File: config.mk
export PLATFORM = sky130hd
export DESIGN_NAME = rds_ps_frame_assembler
export DESIGN_NICKNAME = d
export VERILOG_FILES = /design/src/rpsfa_pkg.sv /design/src/rpsfa_store.sv /design/src/rds_ps_frame_assembler.sv
export SDC_FILE = /design/constraint.sdc
export NUM_CORES = 1
export LEC_CHECK = 0
export ABC_AREA = 1
export ABC_CLOCK_PERIOD_IN_PS = 4800
export BUFFER_PORTS_ARGS = -buffer_cell sky130_fd_sc_hd__buf_4
export CAP_MARGIN = 5
export CORE_MARGIN = 3
export CORE_UTILIZATION = 39
export CTS_CLUSTER_DIAMETER = 120
export CTS_CLUSTER_SIZE = 14
export DETAILED_ROUTE_END_ITERATION = 8
export PLACE_DENSITY_LB_ADDON = 0.08
export SETUP_SLACK_MARGIN = 0.05
export SYNTH_ARGS = -nofsm -noshare
export SYNTH_HDL_FRONTEND = slang
export SYNTH_HIERARCHICAL = 1
export SYNTH_SLANG_ARGS = --single-unit
File: constraint.sdc
create_clock -name clk -period 4.8 [get_ports clk]
set_input_delay 0.24 -clock clk [delete_from_list [all_inputs] [get_ports clk]]
set_output_delay 0.24 -clock clk [all_outputs]
set_load 0.005 [all_outputs]
File: src/rpsfa_pkg.sv
// Shared types and constants for the RDS PS frame assembler.
package rpsfa_pkg;

    localparam int NUM_PAIRS = 4;
    localparam int IN_TDATA_W = 40;
    localparam int OUT_TDATA_W = 72;

    localparam logic [3:0] GROUP_TYPE_0 = 4'h0;
    localparam logic [7:0] CHAR_BLANK = 8'h20;
    localparam logic [7:0] CHAR_DEL = 8'h7F;

    localparam logic ACT_GROUP = 1'b0;
    localparam logic ACT_CLEAR = 1'b1;

    localparam logic [1:0] MAX_ERR_RESET = 2'd1;

    typedef struct packed {
        logic        action;
        logic        new_group;
        logic [1:0]  error_level_a;
        logic [1:0]  error_level_b;
        logic [15:0] block_b_word;
        logic [15:0] block_d_word;
    } item_t;

    typedef struct packed {
        logic [63:0] frame_text;
        logic        frame_dropped;
        logic        frame_valid;
        logic        group_accepted;
    } result_t;

endpackage

File: src/rpsfa_store.sv
// Character pair store, wave tracking and frame checks for one item.
module rpsfa_store
(
    input  logic              clk,
    input  logic              rst_n,
    input  logic              fire,
    input  rpsfa_pkg::item_t  item,
    input  logic [1:0]        max_error_level,
    output rpsfa_pkg::result_t result
);

    logic [15:0] chars_reg [rpsfa_pkg::NUM_PAIRS];
    logic [15:0] chars_next [rpsfa_pkg::NUM_PAIRS];
    logic [rpsfa_pkg::NUM_PAIRS-1:0] ever_reg;
    logic [rpsfa_pkg::NUM_PAIRS-1:0] ever_next;
    logic [rpsfa_pkg::NUM_PAIRS-1:0] seen_reg;
    logic [rpsfa_pkg::NUM_PAIRS-1:0] seen_next;

    logic        accept;
    logic [1:0]  pos;
    logic        restart;
    logic [rpsfa_pkg::NUM_PAIRS-1:0] pos_mask;
    logic [rpsfa_pkg::NUM_PAIRS-1:0] seen_upd;
    logic [15:0] chars_upd [rpsfa_pkg::NUM_PAIRS];
    logic        full;
    logic        printable;
    logic        nonblank;
    logic [63:0] text;

    assign pos = item.block_b_word[1:0];
    assign pos_mask = rpsfa_pkg::NUM_PAIRS'(1) << pos;

    assign accept = (item.action == rpsfa_pkg::ACT_GROUP) && item.new_group
                    && (item.error_level_a <= max_error_level)
                    && (item.error_level_b <= max_error_level)
                    && (item.block_b_word[15:12] == rpsfa_pkg::GROUP_TYPE_0);

    assign restart = ever_reg[pos] && seen_reg[pos]
                     && (chars_reg[pos] != item.block_d_word);

    assign seen_upd = (restart ? '0 : seen_reg) | pos_mask;
    assign full = &seen_upd;

    always_comb
    begin
        printable = 1'b1;
        nonblank = 1'b0;
        for (int i = 0; i < rpsfa_pkg::NUM_PAIRS; i++)
        begin
            chars_upd[i] = (pos == 2'(i)) ? item.block_d_word : chars_reg[i];
            if (chars_upd[i][15:8] < rpsfa_pkg::CHAR_BLANK
                || chars_upd[i][15:8] >= rpsfa_pkg::CHAR_DEL
                || chars_upd[i][7:0] < rpsfa_pkg::CHAR_BLANK
                || chars_upd[i][7:0] >= rpsfa_pkg::CHAR_DEL)
            begin
                printable = 1'b0;
            end
            if (chars_upd[i][15:8] != rpsfa_pkg::CHAR_BLANK
                || chars_upd[i][7:0] != rpsfa_pkg::CHAR_BLANK)
            begin
                nonblank = 1'b1;
            end
        end
    end

    // first pair lands in the top bytes
    assign text = {chars_upd[0], chars_upd[1], chars_upd[2], chars_upd[3]};

    always_comb
    begin
        result.group_accepted = accept;
        result.frame_valid = accept && full && printable && nonblank;
        result.frame_dropped = accept && full && !(printable && nonblank);
        result.frame_text = (accept && full) ? text : 64'd0;
    end

    always_comb
    begin
        ever_next = ever_reg;
        seen_next = seen_reg;
        for (int i = 0; i < rpsfa_pkg::NUM_PAIRS; i++)
        begin
            chars_next[i] = chars_reg[i];
        end
        if (fire)
        begin
            if (item.action == rpsfa_pkg::ACT_CLEAR)
            begin
                ever_next = '0;
                seen_next = '0;
                for (int i = 0; i < rpsfa_pkg::NUM_PAIRS; i++)
                begin
                    chars_next[i] = 16'd0;
                end
            end
            else if (accept)
            begin
                ever_next = ever_reg | pos_mask;
                seen_next = seen_upd;
                for (int i = 0; i < rpsfa_pkg::NUM_PAIRS; i++)
                begin
                    chars_next[i] = chars_upd[i];
                end
            end
        end
    end

    always_ff @(posedge clk or negedge rst_n)
    begin
        if (!rst_n)
        begin
            ever_reg <= '0;
            seen_reg <= '0;
            for (int i = 0; i < rpsfa_pkg::NUM_PAIRS; i++)
            begin
                chars_reg[i] <= 16'd0;
            end
        end
        else
        begin
            ever_reg <= ever_next;
            seen_reg <= seen_next;
            for (int i = 0; i < rpsfa_pkg::NUM_PAIRS; i++)
            begin
                chars_reg[i] <= chars_next[i];
            end
        end
    end

endmodule

File: src/rds_ps_frame_assembler.sv
// An accepted item is held in the input register, then its result in the output register, before it shows on m_axis.
// One item per cycle while m_axis_tready is high; the input register still takes one item while the result waits.
// The store update and frame checks are combinational between the input and result registers.
// Reset: rst_n clears the pair store, wave marks and valid flags; max_error_level goes to 1.
// Top level: item stream in, frame result stream out, APB register port.
module rds_ps_frame_assembler
(
    input  logic        clk,
    input  logic        rst_n,
    // APB
    input  logic        psel,
    input  logic        penable,
    input  logic        pwrite,
    input  logic [2:0]  paddr,
    input  logic [31:0] pwdata,
    output logic [31:0] prdata,
    output logic        pready,
    // item in
    input  logic        s_axis_tvalid,
    output logic        s_axis_tready,
    // new_group[0], error_level_a[2:1], error_level_b[4:3],
    // block_b_word[20:5], block_d_word[36:21], zero pad[39:37]
    input  logic [rpsfa_pkg::IN_TDATA_W-1:0] s_axis_tdata,
    // action[0]
    input  logic        s_axis_tuser,
    // result out
    output logic        m_axis_tvalid,
    input  logic        m_axis_tready,
    // group_accepted[0], frame_valid[1], frame_dropped[2],
    // frame_text[66:3], zero pad[71:67]
    output logic [rpsfa_pkg::OUT_TDATA_W-1:0] m_axis_tdata
);

    logic [1:0]         max_err_reg;
    logic               in_valid_reg;
    rpsfa_pkg::item_t   in_item_reg;
    logic               out_valid_reg;
    rpsfa_pkg::result_t out_res_reg;
    rpsfa_pkg::result_t res;
    logic               advance;
    logic               in_fire;

    assign pready = 1'b1;
    assign prdata = {30'd0, max_err_reg};

    always_ff @(posedge clk or negedge rst_n)
    begin
        if (!rst_n)
        begin
            max_err_reg <= rpsfa_pkg::MAX_ERR_RESET;
        end
        else if (psel && penable && pwrite && pready && !paddr[2])
        begin
            max_err_reg <= pwdata[1:0];
        end
    end

    assign advance = in_valid_reg && (!out_valid_reg || m_axis_tready);
    assign s_axis_tready = !in_valid_reg || advance;
    assign in_fire = s_axis_tvalid && s_axis_tready;

    always_ff @(posedge clk or negedge rst_n)
    begin
        if (!rst_n)
        begin
            in_valid_reg <= 1'b0;
            out_valid_reg <= 1'b0;
        end
        else
        begin
            if (in_fire)
            begin
                in_valid_reg <= 1'b1;
            end
            else if (advance)
            begin
                in_valid_reg <= 1'b0;
            end
            if (advance)
            begin
                out_valid_reg <= 1'b1;
            end
            else if (m_axis_tready)
            begin
                out_valid_reg <= 1'b0;
            end
        end
    end

    always_ff @(posedge clk)
    begin
        if (in_fire)
        begin
            in_item_reg.action <= s_axis_tuser;
            in_item_reg.new_group <= s_axis_tdata[0];
            in_item_reg.error_level_a <= s_axis_tdata[2:1];
            in_item_reg.error_level_b <= s_axis_tdata[4:3];
            in_item_reg.block_b_word <= s_axis_tdata[20:5];
            in_item_reg.block_d_word <= s_axis_tdata[36:21];
        end
        if (advance)
        begin
            out_res_reg <= res;
        end
    end

    rpsfa_store u_store
    (
        .clk             (clk),
        .rst_n           (rst_n),
        .fire            (advance),
        .item            (in_item_reg),
        .max_error_level (max_err_reg),
        .result          (res)
    );

    assign m_axis_tvalid = out_valid_reg;
    assign m_axis_tdata = {5'd0, out_res_reg.frame_text, out_res_reg.frame_dropped,
                           out_res_reg.frame_valid, out_res_reg.group_accepted};

endmodule

==> key figures <==
Pwr
  • Pwr dens: 418.2 nW/um^2
  • VDD IR max: ~230 uV
  • Static leakage: 4.585 nW

Clock network
  • Root buf cell: clkbuf_16
  • H-Tree Depth: 4
  • CTS Buffer Depth: 2
  • Clock slew seen by the registers of the worst setup and hold paths: approximately 70 ps
  • Clk sink count: 171
  • PostCTS Resize Cnt: 0
  • Clk_lat worst skew: 430 ps
  • CTS tree: built
  • Num CTS Buffers: 17

Floorplanning
  • IO Count: between 150 and 200
  • Die Y: roughly 160 microns
  • Site Rows: 54
  • Core area: 22030 sq um
  • Initial Util: approximately two fifths
  • Die X: ~160 microns
  • Die ar.: 24480 sq um

STA
  • Achievable Freq: 0.2593 GHz
  • Slew Limit Fails: 0
  • Layout Skew: between 8 and 9 ps
  • RSZ-0062 raised after global routing: no
  • Hold violation count in the final report: 0
  • WHS: between 30 and 40 ps
  • Final worst-path cycle share: 80.34%
  • Tmin final: 3856 ps
  • Max-slew headroom: 29.68%
  • Slew @ Worst Pin: ~1100 ps
  • Final Setup Violations: 0
  • Post-route setup TNS: 0 ps

Global routing
  • Gr ovfl total: 0
  • Met1 global-route usage: 30.01%
  • First-pass GRT wire length: 39.52 mm
  • Largest net degree at the start of global routing: 76
  • Routing usage on met3: ~4.3%
  • Vias in the first global route: 6896
  • Overall Global Routing Usage: a little over a fifth
  • Initial antenna violation count: 0
  • Busiest layer in global routing: met2
  • GR Util met2: 32.19%

Routing
  • DRT iter0 DRCs: roughly 640
  • Drt first pass iters: 5
  • Via count: 7180
  • Drt via density: 5.136
  • Post-Route WL: 25.04 mm
  • WL per Instance: approximately 18 microns
  • DRT antenna net count: 0
  • Residual DRC: 0

Cells and area
  • Share of cells above drive strength 1: 18.78%
  • Final instance count without filler cells: 1398
  • N_diodes: 0
  • Nets: ~1200
  • Final Core Density: 48.15%
  • Post-route cell area: 10610 sq um
  • Max FFs per register: 67
  • Area grow syn2layout: 20.09%

Setup path
  • Req. time, crit path: 4940 ps
  • R2r setup slk: ~940 ps
  • Worst Setup EP: m_axis_tdata[1]
  • Worst reg2reg path endpoint: m_axis_tdata[1]
  • Crit path max fanout: 24
  • Reg2reg path depth: 10
  • Crit path launch type: flop
  • Crit path DAT: roughly 4000 ps
  • Reg2reg start: in_item_reg[16]
  • Critical path launch point: in_item_reg[16]
  • Crit end category: flop
  • Critical path type: reg2reg

Synthesis
  • Cells after synthesis: 985
  • Cell Area, Synth: approximately 9000 sq um
  • Syn. warnings: 6
  • Synthesized area per cell: between 8 and 9 sq um

Outcome
  • Status: completed

Placement
  • Placed insts: roughly 1300
  • I/O Buffers: 108
  • GP Congestion: 0.8870
  • Placed Instance Area: approximately 9700 sq um
  • Post-DP HPWL: 17.22 mm

Hold path
  • Tightest Hold Check Type: in2reg

Job
  • Max-cap violation count: 0
layer usage:
metal	part of all wire (%)	routed length [microns]
met3	6.8	1702
met1	45	11360
met4	2.2	563
met2	46	11410
met5	0	0
cell type report:
type	count	area [sq um]
Tap cell	280	350.3
Multi-Input combinational cell	668	3283
Sequential cell	171	4756
Timing Repair Buffer	152	1229
Clock buffer	17	425.4
Inverter	95	356.6
Fill cell	2176	11420
Clock inverter	15	205.2
worst min path at each step:
stage | start | endpoint | slack, ps | cells past startpoint
floorplan | rst_n | in_valid_reg | -60 | 0
global placement | rst_n | u_store/chars_reg[12] | 30 | 1
detailed placement | rst_n | u_store/chars_reg[12] | 30 | 1
CTS | pwdata[0] | max_err_reg[0] | 20 | 3
global route | pwdata[0] | max_err_reg[0] | 30 | 3
finish | pwdata[0] | max_err_reg[0] | 40 | 3
metrics by stage:
stage / total power [mW] / setup slack (ps)
final: 4.435 / 943.7
after global routing: 4.685 / 630.1
after CTS: 4.466 / 938.5
after detailed placement: 2.955 / 957.2
after global placement: 2.944 / 1052
after floorplan: 2.595 / 1365
power breakdown:
group | total (mW) | leakage, nW | switching, mW | internal [mW]
combinational | 1.04 | 2.34 | 0.677 | 0.359
sequential | 1.92 | 1.94 | 0.133 | 1.79
clock | 1.48 | 0.302 | 0.639 | 0.841
worst max-delay path, stage by stage (launching register included):
cell and delay, ps:
edfxtp_1 720, inv_2 490, nand2_1 330, buf_4 310, o21ai_0 650, nand4_1 160, nor2_1 320, nand4_1 220
nand2b_1 190, nand2_1 80, nor3_1 60
cells in the final DEF (no fill, tap or decap), drive strengths merged, types with 4 or more instances in the layout:
cell	count
nand2	291
buf	122
inv	102
o21ai	102
edfxtp	95
dfrtp	75
nor3	74
nor2	53
o22ai	46
conb	36
dlygate4sd3	30
nand3	29
clkbuf	17
nand4	15
ha	4
repair_timing:
action | in CTS | in global routing
buffers inserted | 0 | 0
hold buffers | 30 | 0
endpoints found under the hold margin | 30 | 0
endpoints found under the setup margin | 0 | 0
Power figures use the tool's default switching activity.
